**src/rtl/queue_with_positional_insert_macros.svh**
```systemverilog
// Assertion macros shared by the queue RTL.
// Each check is clocked on the rising edge and disabled while reset is low.
`ifndef QUEUE_WITH_POSITIONAL_INSERT_MACROS_SVH
`define QUEUE_WITH_POSITIONAL_INSERT_MACROS_SVH

`ifndef SYNTHESIS

// Check a property that must hold at every edge out of reset.
`define QWPI_ASSERT(lbl, clk, rst_n, prop, msg) \
    lbl: assert property (@(posedge clk) disable iff (!(rst_n)) (prop)) \
        else $error(msg);

// Check that a condition leads to a consequence at the next edge.
`define QWPI_ASSERT_NEXT(lbl, clk, rst_n, ante, cons, msg) \
    lbl: assert property (@(posedge clk) disable iff (!(rst_n)) (ante) |=> (cons)) \
        else $error(msg);

`else

`define QWPI_ASSERT(lbl, clk, rst_n, prop, msg)
`define QWPI_ASSERT_NEXT(lbl, clk, rst_n, ante, cons, msg)

`endif

`endif

```
**src/rtl/qwpi_pkg.sv**
```systemverilog
package qwpi_pkg;

    localparam int QUEUE_DEPTH = 16;
    localparam int IDX_W       = $clog2(QUEUE_DEPTH);
    localparam int CNT_W       = $clog2(QUEUE_DEPTH + 1);
    localparam int CMP_W       = (CNT_W > 8) ? CNT_W : 8;

    localparam logic [1:0] MODE_APPEND = 2'd0;
    localparam logic [1:0] MODE_INSERT = 2'd1;
    localparam logic [1:0] MODE_REMOVE = 2'd2;

    localparam logic [1:0] ST_DONE  = 2'd0;
    localparam logic [1:0] ST_EMPTY = 2'd1;
    localparam logic [1:0] ST_FULL  = 2'd2;

    // Operation broadcast to every slot cell in the accepting cycle.
    typedef struct packed {
        logic             add;
        logic             rem;
        logic [IDX_W-1:0] idx;
        logic [CNT_W-1:0] count;
    } t_op;

    // Low five bits of the count, zero extended when the count is narrower.
    function automatic logic [4:0] count_field(input logic [CNT_W-1:0] c);
        logic [CNT_W+4:0] w;
        w = {5'b0, c};
        return w[4:0];
    endfunction

endpackage

```
**src/rtl/qwpi_ctrl.sv**
```systemverilog
`include "queue_with_positional_insert_macros.svh"

module qwpi_ctrl (
    input  logic          i_clk,
    input  logic          i_rst_n,
    input  logic          i_valid,
    output logic          o_ready,
    input  logic [1:0]    i_mode,
    input  logic [7:0]    i_position,
    input  logic [63:0]   i_head_name,
    input  logic [63:0]   i_head_id,
    output qwpi_pkg::t_op o_op,
    output logic          o_valid,
    input  logic          i_ready,
    output logic [1:0]    o_status,
    output logic [63:0]   o_removed_name,
    output logic [63:0]   o_removed_id,
    output logic [4:0]    o_entry_count
);
    import qwpi_pkg::*;

    typedef struct packed {
        logic [1:0]  status;
        logic [63:0] name;
        logic [63:0] id;
        logic [4:0]  count;
    } t_result;

    logic [CNT_W-1:0] r_count, n_count;
    logic             r_out_valid, r_skid_valid;
    t_result          r_out, r_skid;
    t_result          new_res;
    logic             in_fire, out_fire;
    logic             full, empty;
    logic [IDX_W-1:0] ins_idx;
    logic [CMP_W-1:0] pos_ext, cnt_ext;

    assign o_ready  = !r_skid_valid;
    assign in_fire  = i_valid && o_ready;
    assign out_fire = r_out_valid && i_ready;
    assign full     = (r_count == CNT_W'(QUEUE_DEPTH));
    assign empty    = (r_count == '0);
    assign pos_ext  = CMP_W'(i_position);
    assign cnt_ext  = CMP_W'(r_count);

    // Slot index of an added entry.
    always_comb begin
        if (i_mode == MODE_APPEND || empty || pos_ext > cnt_ext) begin
            ins_idx = IDX_W'(r_count);
        end else if (i_position == 8'd0) begin
            ins_idx = IDX_W'(1);
        end else begin
            ins_idx = IDX_W'(i_position - 8'd1);
        end
    end

    always_comb begin
        o_op.add       = 1'b0;
        o_op.rem       = 1'b0;
        o_op.idx       = ins_idx;
        o_op.count     = r_count;
        n_count        = r_count;
        new_res.status = ST_DONE;
        new_res.name   = '0;
        new_res.id     = '0;
        unique case (i_mode) inside
            MODE_APPEND, MODE_INSERT: begin
                if (full) begin
                    new_res.status = ST_FULL;
                end else begin
                    o_op.add = in_fire;
                    n_count  = r_count + CNT_W'(1);
                end
            end
            MODE_REMOVE: begin
                if (empty) begin
                    new_res.status = ST_EMPTY;
                end else begin
                    o_op.rem     = in_fire;
                    n_count      = r_count - CNT_W'(1);
                    new_res.name = i_head_name;
                    new_res.id   = i_head_id;
                end
            end
            default: begin
            end
        endcase
        new_res.count = count_field(n_count);
    end

    always_ff @(posedge i_clk) begin
        if (!i_rst_n) begin
            r_count      <= '0;
            r_out_valid  <= 1'b0;
            r_skid_valid <= 1'b0;
        end else begin
            if (in_fire) begin
                r_count <= n_count;
            end
            if (out_fire || !r_out_valid) begin
                if (r_skid_valid) begin
                    r_out_valid  <= 1'b1;
                    r_skid_valid <= 1'b0;
                end else begin
                    r_out_valid <= in_fire;
                end
            end else if (in_fire) begin
                r_skid_valid <= 1'b1;
            end
        end
    end

    always_ff @(posedge i_clk) begin
        if (out_fire || !r_out_valid) begin
            r_out <= r_skid_valid ? r_skid : new_res;
        end else if (in_fire) begin
            r_skid <= new_res;
        end
    end

    assign o_valid        = r_out_valid;
    assign o_status       = r_out.status;
    assign o_removed_name = r_out.name;
    assign o_removed_id   = r_out.id;
    assign o_entry_count  = r_out.count;

    `QWPI_ASSERT(a_count_bound, i_clk, i_rst_n,
        r_count <= CNT_W'(QUEUE_DEPTH), "count above depth")
    `QWPI_ASSERT(a_skid_behind_out, i_clk, i_rst_n,
        !r_skid_valid || r_out_valid, "skid without out")
    `QWPI_ASSERT_NEXT(a_full_drop, i_clk, i_rst_n,
        in_fire && full && i_mode != MODE_REMOVE, $stable(r_count),
        "add to full queue changed count")
    `QWPI_ASSERT_NEXT(a_skid_fill, i_clk, i_rst_n,
        in_fire && r_out_valid && !i_ready, r_skid_valid, "stalled request lost")

endmodule

```
**config.mk**
```make
export PLATFORM = sky130hd
export DESIGN_NAME = qwpi_ctrl
export DESIGN_NICKNAME = d
export VERILOG_FILES = /design/src/rtl/qwpi_pkg.sv /design/src/rtl/qwpi_ctrl.sv
export VERILOG_INCLUDE_DIRS = /design/src /design/src/rtl
export SDC_FILE = /design/constraint.sdc
export NUM_CORES = 1
export LEC_CHECK = 0
export BUFFER_PORTS_ARGS = -buffer_cell sky130_fd_sc_hd__buf_2
export CORE_MARGIN = 4
export CORE_UTILIZATION = 25
export DETAILED_ROUTE_END_ITERATION = 7
export PLACE_DENSITY_LB_ADDON = 0.08
export SLEW_MARGIN = 5
export SYNTH_ARGS = -nofsm -noshare
export SYNTH_HDL_FRONTEND = slang
export SYNTH_SLANG_ARGS = --single-unit
```
**constraint.sdc**
```tcl
create_clock -name i_clk -period 17.95 [get_ports i_clk]
set_input_delay 3.59 -clock i_clk [delete_from_list [all_inputs] [get_ports i_clk]]
set_output_delay 3.59 -clock i_clk [all_outputs]
set_load 0.02 [all_outputs]
```
==> results by group <==
Cells and area
  • Most frequent cells in the layout: 289 x buf_2, 270 x edfxtp_1, 135 x mux2_2
  • Share of layout cells above drive strength 1: roughly half
  • Area Overhead vs Synth: 28.5%
  • # diodes: 0
  • Most common cell after layout, fill and taps aside: buf_2
  • Fill count: 4486
  • Final core occ: between 30% and 40%
  • Nets: about 1100

Clock network
  • CTS Hold Bufs: 0
  • CTS Sinks: ~280
  • CTS tree: done
  • Post-CTS Setup Repair Bufs: 0
  • CTS Buf Count: 36
  • H-tree Lvls: 2
  • Clk Latency, worst-skew pair: 0.52 ns
  • CTS resizes: 0
  • Clk buf depth: 3
  • Reg clk slew, reported paths: about 0.060 ns
  • Root Driver: clkbuf_16

Logic synthesis
  • Syn_area_per_cell: 16.9 µm²
  • Syn. warnings: 0
  • Top cells by area, synth: edfxtp_1 71%, mux2_2 13%, and2_1 7.1%
  • Yosys reg bits: 277
  • Synth Area in Compound Gates: around 1.5%
  • Cells after Synth: between 600 and 700
  • Synth unique cells: 39
  • Most used DFF post-synth: edfxtp_1
  • Simple-Gate Fraction of Synth Area: 9.36%
  • Area leader, netlist: edfxtp_1
  • Post-Syn Area: approximately 11000 µm²
  • Xor and xnor fraction of the mapped netlist area: less than 1%
  • Adder-Cell Fraction of Synth Area: less than 1%
  • Post-synth top area share: between 70% and 80%
  • Syn_nets: 822
  • Post-synth EDFFs: 270
  • Multiplexer area fraction after synthesis: 13.6%
  • Async set or reset register ratio after synthesis: 0%
  • Largest family of logic cells by synthesized area: multiplexers
  • Post-synthesis sequential area ratio: about 73%

Placement
  • GPL Wtd Cong: ~0.7
  • I/O Buffers: between 200 and 300
  • Hpwl dp: 18600 µm

Drt
  • Final ANT Viol Nets: 0
  • Post-route DRC: 0
  • 1st-iter DRT viols: ~250
  • Routed wire length: 29200 µm
  • Via Count: approximately 6600
  • 1st-pass router iterations: 4
  • Vias per std cell: around 4.2
  • Routed len/inst: approximately 18 µm

Global route
  • Largest net degree at the start of global routing: just under 70
  • GR Overflow Total: 0
  • Vias in the first global route: 7172
  • Gr usage total: 11.8%
  • Initial antenna violation count: 3
  • First-pass GRT wire length: about 45000 µm

Timing
  • Max Fclk: 109 MHz
  • Worst slew margin: between 30% and 40%
  • Max Transition Viols Final: 0
  • Fin crit period: between 9 and 10 ns
  • Final period utilization: 50.9%
  • Clk_skew: between 0.005 and 0.006 ns
  • Setup_tns: 0 ns
  • Final Hold Vio Count: 0
  • RSZ-0062 raised after global routing: no
  • Least-Margin Pin Slew: roughly 1.0 ns
  • Final setup viols: 0

Worst setup path
  • Critical Path RT: ~14 ns
  • Largest fanout on the critical path: 4
  • Worst EP arrival: approximately 5.6 ns
  • CP endpoint kind: primary output
  • Crit path kind: in -> out
  • Startpoint types: input pin

Power
  • Maximum vdd drop: around 56 µV
  • Leak Pwr: between 6 and 7 nW
  • Cell Pwr Density: 117 nW/µm²

Floorplanning
  • Io pins: 290
  • DIE AREA: between 40000 and 50000 µm²
  • Core box area: ~45000 µm²
  • Rows: 77
  • Initial Util: between 20% and 30%
  • Die W: 221 µm
  • Die Ht: approximately 220 µm

Run status
  • Status: finished, final reports clean

Flow run
  • Maximum capacitance violations: 0

Hold path
  • Min-Delay Path Class: reg -> reg
## state kept, by name, indices dropped and copies added (netlist names)
signal / flops
r_skid: 135
o_removed_name: 64
o_valid: 1
o_entry_count: 5
r_skid_valid: 1
r_count: 5
o_removed_id: 64
o_status: 2
## power by group
| group | internal (W) | switching [W] |
|---|---|---|
| logic | 0.0000920 | 0.000152 |
| registers | 0.000773 | 0.0000171 |
| clock network | 0.000404 | 0.000272 |
| total | 0.00127 | 0.000441 |
## cells in the mapped netlist (3+ instances only)
| library cell | number |
|---|---|
| mux2_2 | 135 |
| nand2b_1 | 4 |
| and2_1 | 128 |
| edfxtp_1 | 270 |
| o21ai_0 | 3 |
| a21oi_1 | 8 |
| a211oi_1 | 3 |
| nor3_1 | 4 |
| clkbuf_1 | 16 |
| dfxtp_1 | 7 |
| buf_2 | 12 |
| nor2_1 | 14 |
| ha_1 | 8 |
| nand4b_1 | 3 |
| buf_1 | 3 |
| inv_1 | 13 |
| nand2_1 | 11 |
| xnor2_1 | 3 |
## kinds of logic after synthesis
family,after synthesis
xor gates and xnor gates,3
buffers and inverters,46
AOI/OAI and AO/OA,24
DFF,277
adders and majority gates,8
and+or+nand+nor,177
muxes,137
## per-stage QoR
stage / total power [W] / hold slack (ns) / cells / instance area [µm²] / worst slack (ns)
detailed placement: 0.00105 / 0.520 / 1529 / 13500 / 8.80
CTS: 0.00175 / 0.535 / 1593 / 14600 / 8.79
global route: 0.00180 / 0.554 / 1593 / 14600 / 8.65
floorplan: 0.000958 / 0.498 / 672 / 11300 / 3.21
finish: 0.00171 / 0.535 / 1593 / 14600 / 8.81
global placement: 0.00106 / 0.520 / 1529 / 13500 / 8.81
## area by class of cell
type	count	area [µm²]	share of cell area [%]
clock buffer	42	945	6.48
multi-input combinational	349	2920	20.1
clock inverter	22	156	1.07
inverter	14	57.6	0.395
sequential	277	8250	56.6
tap	592	741	5.08
timing repair buffer	297	1510	10.3
## metal layers
layer	track usage (%)	up-vias	routed length (µm)
met2	17.6	218	12900
met1	15.7	3262	13200
met3	4.88	53	2410
met4	3.36	6	664
met5	0	-	34
li1	-	3108	-
## final timing paths
check	from	end	slack, ns	cells past startpoint
worst max register to register	r_count[0]	o_entry_count[3]	14.55	9
worst max-delay path	i_position[3]	o_op[6]	8.81	7
worst min-delay path	r_skid[134]	o_status[1]	0.54	2
worst min register to register	r_skid[134]	o_status[1]	0.54	2
## critical path: stages
cell       delay [ns]
buf_2            0.13
ha_1             0.32
a211oi_1         0.25
a21oi_1          0.13
a2111oi_2        0.57
mux2_2           0.40
buf_2            0.16
No activity file was read; power rests on OpenSTA's default activity.
