<file path="src/rtl/queue_with_positional_insert_macros.svh">
// Assertion macros shared by the queue RTL.
// Each check is clocked on the rising edge and disabled while reset is low.
`ifndef QUEUE_WITH_POSITIONAL_INSERT_MACROS_SVH
`define QUEUE_WITH_POSITIONAL_INSERT_MACROS_SVH

`ifndef SYNTHESIS

// Check a property that must hold at every edge out of reset.
`define QWPI_ASSERT(lbl, clk, rst_n, prop, msg) \
    lbl: assert property (@(posedge clk) disable iff (!(rst_n)) (prop)) \
        else $error(msg);

// Check that a condition leads to a consequence at the next edge.
`define QWPI_ASSERT_NEXT(lbl, clk, rst_n, ante, cons, msg) \
    lbl: assert property (@(posedge clk) disable iff (!(rst_n)) (ante) |=> (cons)) \
        else $error(msg);

`else

`define QWPI_ASSERT(lbl, clk, rst_n, prop, msg)
`define QWPI_ASSERT_NEXT(lbl, clk, rst_n, ante, cons, msg)

`endif

`endif

</file>
<file path="src/rtl/qwpi_pkg.sv">
package qwpi_pkg;

    localparam int QUEUE_DEPTH = 16;
    localparam int IDX_W       = $clog2(QUEUE_DEPTH);
    localparam int CNT_W       = $clog2(QUEUE_DEPTH + 1);
    localparam int CMP_W       = (CNT_W > 8) ? CNT_W : 8;

    localparam logic [1:0] MODE_APPEND = 2'd0;
    localparam logic [1:0] MODE_INSERT = 2'd1;
    localparam logic [1:0] MODE_REMOVE = 2'd2;

    localparam logic [1:0] ST_DONE  = 2'd0;
    localparam logic [1:0] ST_EMPTY = 2'd1;
    localparam logic [1:0] ST_FULL  = 2'd2;

    // Operation broadcast to every slot cell in the accepting cycle.
    typedef struct packed {
        logic             add;
        logic             rem;
        logic [IDX_W-1:0] idx;
        logic [CNT_W-1:0] count;
    } t_op;

    // Low five bits of the count, zero extended when the count is narrower.
    function automatic logic [4:0] count_field(input logic [CNT_W-1:0] c);
        logic [CNT_W+4:0] w;
        w = {5'b0, c};
        return w[4:0];
    endfunction

endpackage

</file>
<file path="src/rtl/qwpi_cell.sv">
module qwpi_cell (
    input  logic                      i_clk,
    input  logic [qwpi_pkg::IDX_W-1:0] i_slot,
    input  qwpi_pkg::t_op             i_op,
    input  logic [63:0]               i_new_name,
    input  logic [63:0]               i_new_id,
    input  logic [63:0]               i_prev_name,
    input  logic [63:0]               i_prev_id,
    input  logic [63:0]               i_next_name,
    input  logic [63:0]               i_next_id,
    output logic [63:0]               o_name,
    output logic [63:0]               o_id
);
    import qwpi_pkg::*;

    logic [63:0]      r_name, r_id;
    logic [63:0]      n_name, n_id;
    logic [CNT_W-1:0] slot_ext;
    logic [CNT_W-1:0] idx_ext;

    assign slot_ext = CNT_W'(i_slot);
    assign idx_ext  = CNT_W'(i_op.idx);

    // Load the new entry, shift from a neighbor, or hold.
    always_comb begin
        n_name = r_name;
        n_id   = r_id;
        if (i_op.add) begin
            if (slot_ext == idx_ext) begin
                n_name = i_new_name;
                n_id   = i_new_id;
            end else if (slot_ext > idx_ext && slot_ext <= i_op.count) begin
                n_name = i_prev_name;
                n_id   = i_prev_id;
            end
        end else if (i_op.rem) begin
            if (slot_ext + CNT_W'(1) < i_op.count) begin
                n_name = i_next_name;
                n_id   = i_next_id;
            end
        end
    end

    always_ff @(posedge i_clk) begin
        r_name <= n_name;
        r_id   <= n_id;
    end

    assign o_name = r_name;
    assign o_id   = r_id;

endmodule

</file>
<file path="config.mk">
export PLATFORM = sky130hd
export DESIGN_NAME = qwpi_cell
export DESIGN_NICKNAME = d
export VERILOG_FILES = /design/src/rtl/queue_with_positional_insert_macros.svh /design/src/rtl/qwpi_pkg.sv /design/src/rtl/qwpi_cell.sv
export SDC_FILE = /design/constraint.sdc
export NUM_CORES = 1
export LEC_CHECK = 0
export BUFFER_PORTS_ARGS = -buffer_cell sky130_fd_sc_hd__buf_2
export CELL_PAD_IN_SITES_DETAIL_PLACEMENT = 1
export CELL_PAD_IN_SITES_GLOBAL_PLACEMENT = 2
export CORE_AREA = 10 10 196 198
export DETAILED_ROUTE_END_ITERATION = 6
export DIE_AREA = 0 0 206 208
export PLACE_DENSITY = 0.73
export SLEW_MARGIN = 30
export SYNTH_ARGS = -nofsm -noshare
export SYNTH_HDL_FRONTEND = slang
export SYNTH_SLANG_ARGS = --single-unit
export TNS_END_PERCENT = 5
</file>
<file path="constraint.sdc">
create_clock -name i_clk -period 6.3 [get_ports i_clk]
set_input_delay 0 -clock i_clk [delete_from_list [all_inputs] [get_ports i_clk]]
set_output_delay 0 -clock i_clk [all_outputs]
set_load 0.005 [all_outputs]
</file>
==> results of run 1 <==
## cell type report
cell class,instances,area (sq um)
Sequential cell,128,3844
Antenna cell,4,10.01
Tap cell,455,569.3
Clock inverter,13,187.7
Timing Repair Buffer,759,4997
Clock buffer,18,429.2
Inverter,11,41.29
Multi-Input combinational cell,420,2733
Fill cell,4018,21560
## power by group through the flow
stage | Clock, mW | Combinational, mW | Sequential (mW)
global placement | 0 | 0.598 | 1.18
finish | 1.06 | 0.747 | 1.17
global route | 1.14 | 0.817 | 1.19
CTS | 1.11 | 0.747 | 1.17
detailed placement | 0 | 0.605 | 1.19
floorplan | 0 | 0.194 | 1.22
## through the flow
step / cell area [sq um] / setup slack, ns / total power [mW]
3_3_place_gp: 9881 / 3.511 / 1.782
4_1_cts: 12750 / 3.321 / 3.026
6_report: 12810 / 3.377 / 2.980
5_1_grt: 12810 / 3.215 / 3.143
3_5_place_dp: 9881 / 3.481 / 1.794
2_1_floorplan: 6824 / 2.072 / 1.412
## synth_stat cells
library cell  count  area share (%)
nand4_2           1            0.18
edfxtp_1        128              56
nor2_1          130             7.2
nand3_1           3            0.22
a41oi_1           1            0.13
clkbuf_1         22             1.2
a31oi_1           1           0.092
and3_1            1           0.092
or3_1             1           0.092
xnor2_1           1            0.13
ha_1             14             2.6
xor2_1            1            0.13
nand2_1           2            0.11
mux2i_1         128              19
buf_1             3            0.17
o211ai_1          1            0.11
buf_2             5            0.37
o221ai_1          1            0.13
buf_6             1            0.17
nand3b_1          1            0.11
nor2b_1           1           0.092
inv_1            11            0.61
a21oi_1         131             9.6
a221oi_1          1            0.13
buf_4            12             1.3
## kinds of logic (layout without fill, tap and decap cells)
logic type | count (synthesis) | count (layout) | share of synthesized area [%]
simple gates | 140 | 140 | 8.049
compound gates | 136 | 136 | 10.19
mux | 128 | 128 | 18.78
flops | 128 | 128 | 56.33
buf+inv | 54 | 801 | 3.832
fa+ha+maj | 14 | 14 | 2.567
xor+xnor | 2 | 2 | 0.2567
other cells | 0 | 4 | 0
## placed cells by master, fill, tap and decap left out, drive strengths merged, types with 5 or more instances in the layout
master | netlist | routed
ha | 14 | 14
inv | 11 | 13
nor2 | 130 | 130
clkbuf | 22 | 18
buf | 21 | 534
edfxtp | 128 | 128
clkinv | 0 | 5
dlygate4sd3 | 0 | 225
a21oi | 131 | 131
mux2i | 128 | 128
## critical path, cell delays in order
cell	delay, ns
buf_2	0.12
inv_1	0.07
ha_1	0.33
nand4_4	0.31
buf_4	0.45
buf_12	0.30
mux2i_1	0.22
dlygate4sd3_1	0.57
a21oi_1	0.07
dlygate4sd3_1	0.60
## layer usage
layer	vias up	share of wire (%)
met1	3581	35
met2	300	54
met3	21	9.1
met5	-	0
li1	3686	-
met4	0	1.4
## worst paths after layout
check    endpoint  slack (ns)
max    o_name[26]        3.38
min     o_name[8]       0.007
## registers in the layout, indices dropped and copies added, names as in the netlist
| name | count |
|---|---|
| o_id | 64 |
| o_name | 64 |
## what timing repair did
item	CTS	global route
endpoints found under the setup margin	0	0
endpoints found under the hold margin	126	0
hold buffers	225	0
==> flow_summary.yaml, run 1 <==
detailed_routing:
  drc: 0
  wl_mm: 34.67
  ant_nets: 0
  route.detailed.wl_per_inst_microns: 19.17
  dr.pass1.iters: 4
  vias: 7588
  drt_iter0_markers: 199
  via_per_inst: 4.197
run_status:
  outcome: "completed"
sta:
  fin_crit_ns: 2.923
  hold_ws_ns: 0.006809
  finalSetupTns_ns: 0
  slew_violations: 0
  max_freq_mhz: 342.1
  period_share_pct: 46.39
  relSlewSlack_pct: 39.39
  hold_viol_final: 0
  finalSetupViolations: 0
  rsz0062_at_grt: "no"
  tightest_slew_ns: 0.9092
power:
  p_sw_mw: 0.7963
  power_frac_seq_pct: 39.2
  p_sw_share_pct: 26.72
  p_clk_share_pct: 35.7
  p_leak_nw: 6.448
  combPwrFrac_pct: 25.1
  internal-power_mw: 2.184
  ir_drop_mv: 0.1966
  p_per_area_nw_per_um2: 232.6
place:
  place.gp.congestion: 0.8469
  io_buffer_count: 527
  place_hpwl_mm: 26.16
  dp.cells: 1546
grt:
  antenna_found_initial: 4
  grt_pass1_wl_mm: 50.43
  grt_use_met2_pct: 29.12
  grt_usage_pct: 15.25
  grt_max_degree: 92
  met3_usage_pct: 5.578
  grt_overflow_total: 0
  busiest_layer: "met2"
  grt_use_met1_pct: 15.00
  grt_pass1_vias: 8591
final_layout:
  nets: 1751
  drive_gt1_share_pct: 41.88
  area_delta_synth_final_pct: 87.73
  postLayoutCoreUtil_pct: 37.27
  stdcell_count: 1808
worst_setup_path:
  crit_arrival_ns: 3.08
  crit_required_ns: 6.46
  endpoint_kind: "flip-flop"
  cp_max_fo: 35
  startpoint: "i_slot[0]"
  crit_type: "in2reg"
  start_kind: "input pin"
cts:
  cts_htree_levels: 4
  cts-resized-gates: 0
  cts_root_buf: "clkbuf_16"
  clkSinkCount: 128
  numCtsBuffers: 17
  clk_path_buf_depth: 2
  cts_tree: "done"
  clk_pin_slew_worst_paths_ns: 0.06
  postCtsSetupBuffers: 0
logic_synthesis:
  syn_area_sq_um: 6824
  yosysUniqueCellTypes: 25
  syn_area_per_cell_sq_um: 11.34
  yosys_warnings: 0
  synthCells: 602
  ys_ff_latch: 128
  synth_seq_area_share_pct: 56.33
  syn_nets: 1016
hold_path:
  hold_depth: 3
  hold_path_startpoint: "i_new_name[8]"
  min_path_type: "in2reg"
floorplanning:
  start_util_pct: 19.85
  die_x_microns: 206
  core-area_sq_um: 34370
  num_rows: 68
  io_pins: 528
  die_y_microns: 208
  die_area_sq_um: 42850
job:
  timing.max_cap.violations: 0
(Power assumes the default switching activity.)
==> inputs of run 2 (changes only) <==
CORE_AREA = not set   (was 10 10 196 198)
CORE_MARGIN = 10   (was not set)
CORE_UTILIZATION = 20   (was not set)
DIE_AREA = not set   (was 0 0 206 208)
PLACE_DENSITY = 0.77   (was 0.73)
clock period = 2.55 ns   (was 6.3 ns; I/O delays follow)
==> flow_summary.yaml, run 2 (synthesis gave the netlist of run 1 again) <==
run_status:
  outcome: "completed"
place:
  dpl_cell_area_sq_um: 10000
  place.gp.congestion: 0.8276
  place_hpwl_mm: 26.85
  place_ws_ns: 0.3834
  io_buffer_count: 527
  dp.cells: 1546
sta:
  finalSetupViolations: 0
  tightest_slew_ns: 0.5950
  timing.final.ws_setup_ns: 0.5168
  fin_crit_ns: 2.033
  hold_viol_final: 0
  finalSetupTns_ns: 0
  relSlewSlack_pct: 60.33
  slew_violations: 0
  rsz0062_at_grt: "no"
  max_freq_mhz: 491.8
  period_share_pct: 79.73
grt:
  grt_usage_pct: 16.42
  grt_pass1_vias: 8889
  antenna_found_initial: 6
  grt_max_degree: 135
  grt_overflow_total: 0
  grt_pass1_wl_mm: 52.29
final_layout:
  stdcell_count: 1820
  final_common_cell: "buf_2"
  area_delta_synth_final_pct: 89.73
  nets: 1769
  seq_area_sq_um: 3844
  finalInstanceArea_sq_um: 12950
  final_cell_mix: "buf_2 (526), dlygate4sd3_1 (238), a21oi_1 (131), nor2_1 (130)"
  fill_cells: 3894
  multiInputGateArea_sq_um: 2733
  drive_gt1_share_pct: 41.62
power:
  ir_drop_mv: 0.4164
  finalPower_mw: 7.198
  p_leak_nw: 6.510
  p_per_area_nw_per_um2: 555.9
cts:
  postCtsSetupBuffers: 0
  clkSinkCount: 128
  clk_pin_slew_worst_paths_ns: 0.06
  cts_root_buf: "clkbuf_16"
  cts_htree_levels: 4
  numCtsBuffers: 17
  cts_tree: "done"
  clk_path_buf_depth: 2
detailed_routing:
  route.detailed.wl_per_inst_microns: 19.83
  dr.pass1.iters: 4
  vias: 7741
  drt_iter0_markers: 224
  drc: 0
  ant_nets: 0
  via_per_inst: 4.253
  wl_mm: 36.09
hold_path:
  min_path_type: "in2reg"
job:
  timing.max_cap.violations: 0
floorplanning:
  core-area_sq_um: 33620
  die_x_microns: 204.7
  die_area_sq_um: 41910
  io_pins: 528
  die_y_microns: 204.7
  num_rows: 67
  start_util_pct: 20.30
worst_setup_path:
  cp_max_fo: 28
  critPathMaxStageDelay_ns: 0.59
  crit_type: "in2reg"
  crit_chain: "buf_2, inv_1, ha_1, nand4_4, buf_12, buf_12, mux2i_1, a21oi_1, dlygate4sd3_1"
  endpoint_kind: "flip-flop"
  crit_required_ns: 2.72
  cp_common_cell: "buf_12"
  start_kind: "input pin"
  crit_arrival_ns: 2.20
  slowest_stage: "dlygate4sd3_1"
run 2: cell count changes in the layout (fill, tap and decap cells not counted), sizes merged:
cell / delta
buf: +5
bufinv: -2
clkbuf: +1
clkinv: +2
clkinvlp: +1
diode: +1
dlygate4sd3: +13
inv: -2
run 2: what timing repair did:
action / in CTS / in global routing
hold buffers: 238 / 0
hold endpoints to repair: 127 / 0
resized for setup: 0 / 0
run 2: path summary, 6_finish.rpt:
path / depth (start not counted) / startpoint / slack, ns / to
worst max-delay path: 9 / i_slot[0] / 0.52 / o_id[49]
worst min-delay path: 3 / i_new_id[46] / 0.02 / o_id[46]
run 2: layout make-up:
cell class,count,area share [%]
inverters,11,0.3189
clock inverters,12,0.9277
flip-flops and latches,128,29.69
clock buffers,19,3.344
multi-input cells,420,21.11
repair buffers,777,40.19
diodes,5,0.09664
well taps,448,4.329
run 2: stage by stage:
stage,utilization [%],hold WS [ns]
3_3_place_gp,29.75,0.3154
6_report,38.52,0.01712
5_1_grt,38.52,0.03618
3_5_place_dp,29.75,0.3224
2_1_floorplan,-,0.2256
4_1_cts,38.48,0.0008519
run 2: report_power, final:
group	total, mW	switching [mW]	internal [mW]
sequential	2.89	0.107	2.79
clock	2.42	0.995	1.42
combinational	1.88	0.886	0.999
run 2: worst max-delay path, delay by kind of cell:
family | cells | cell delay [ns]
multiplexers | 1 | 0.26
adder cells (fa/ha/maj) | 1 | 0.32
buffers and inverters | 5 | 1.30
AO/OA/AOI/OAI | 1 | 0.11
AND/OR/NAND/NOR | 1 | 0.17
run 2: metal layers:
| layer | vias up | GRT usage (%) | routed length (microns) |
|---|---|---|---|
| met5 | - | 0 | 13 |
| met4 | 2 | 6.929 | 1023 |
| met3 | 50 | 5.528 | 2940 |
| met2 | 333 | 30.12 | 18970 |
| met1 | 3634 | 16.62 | 13140 |
| li1 | 3722 | - | - |
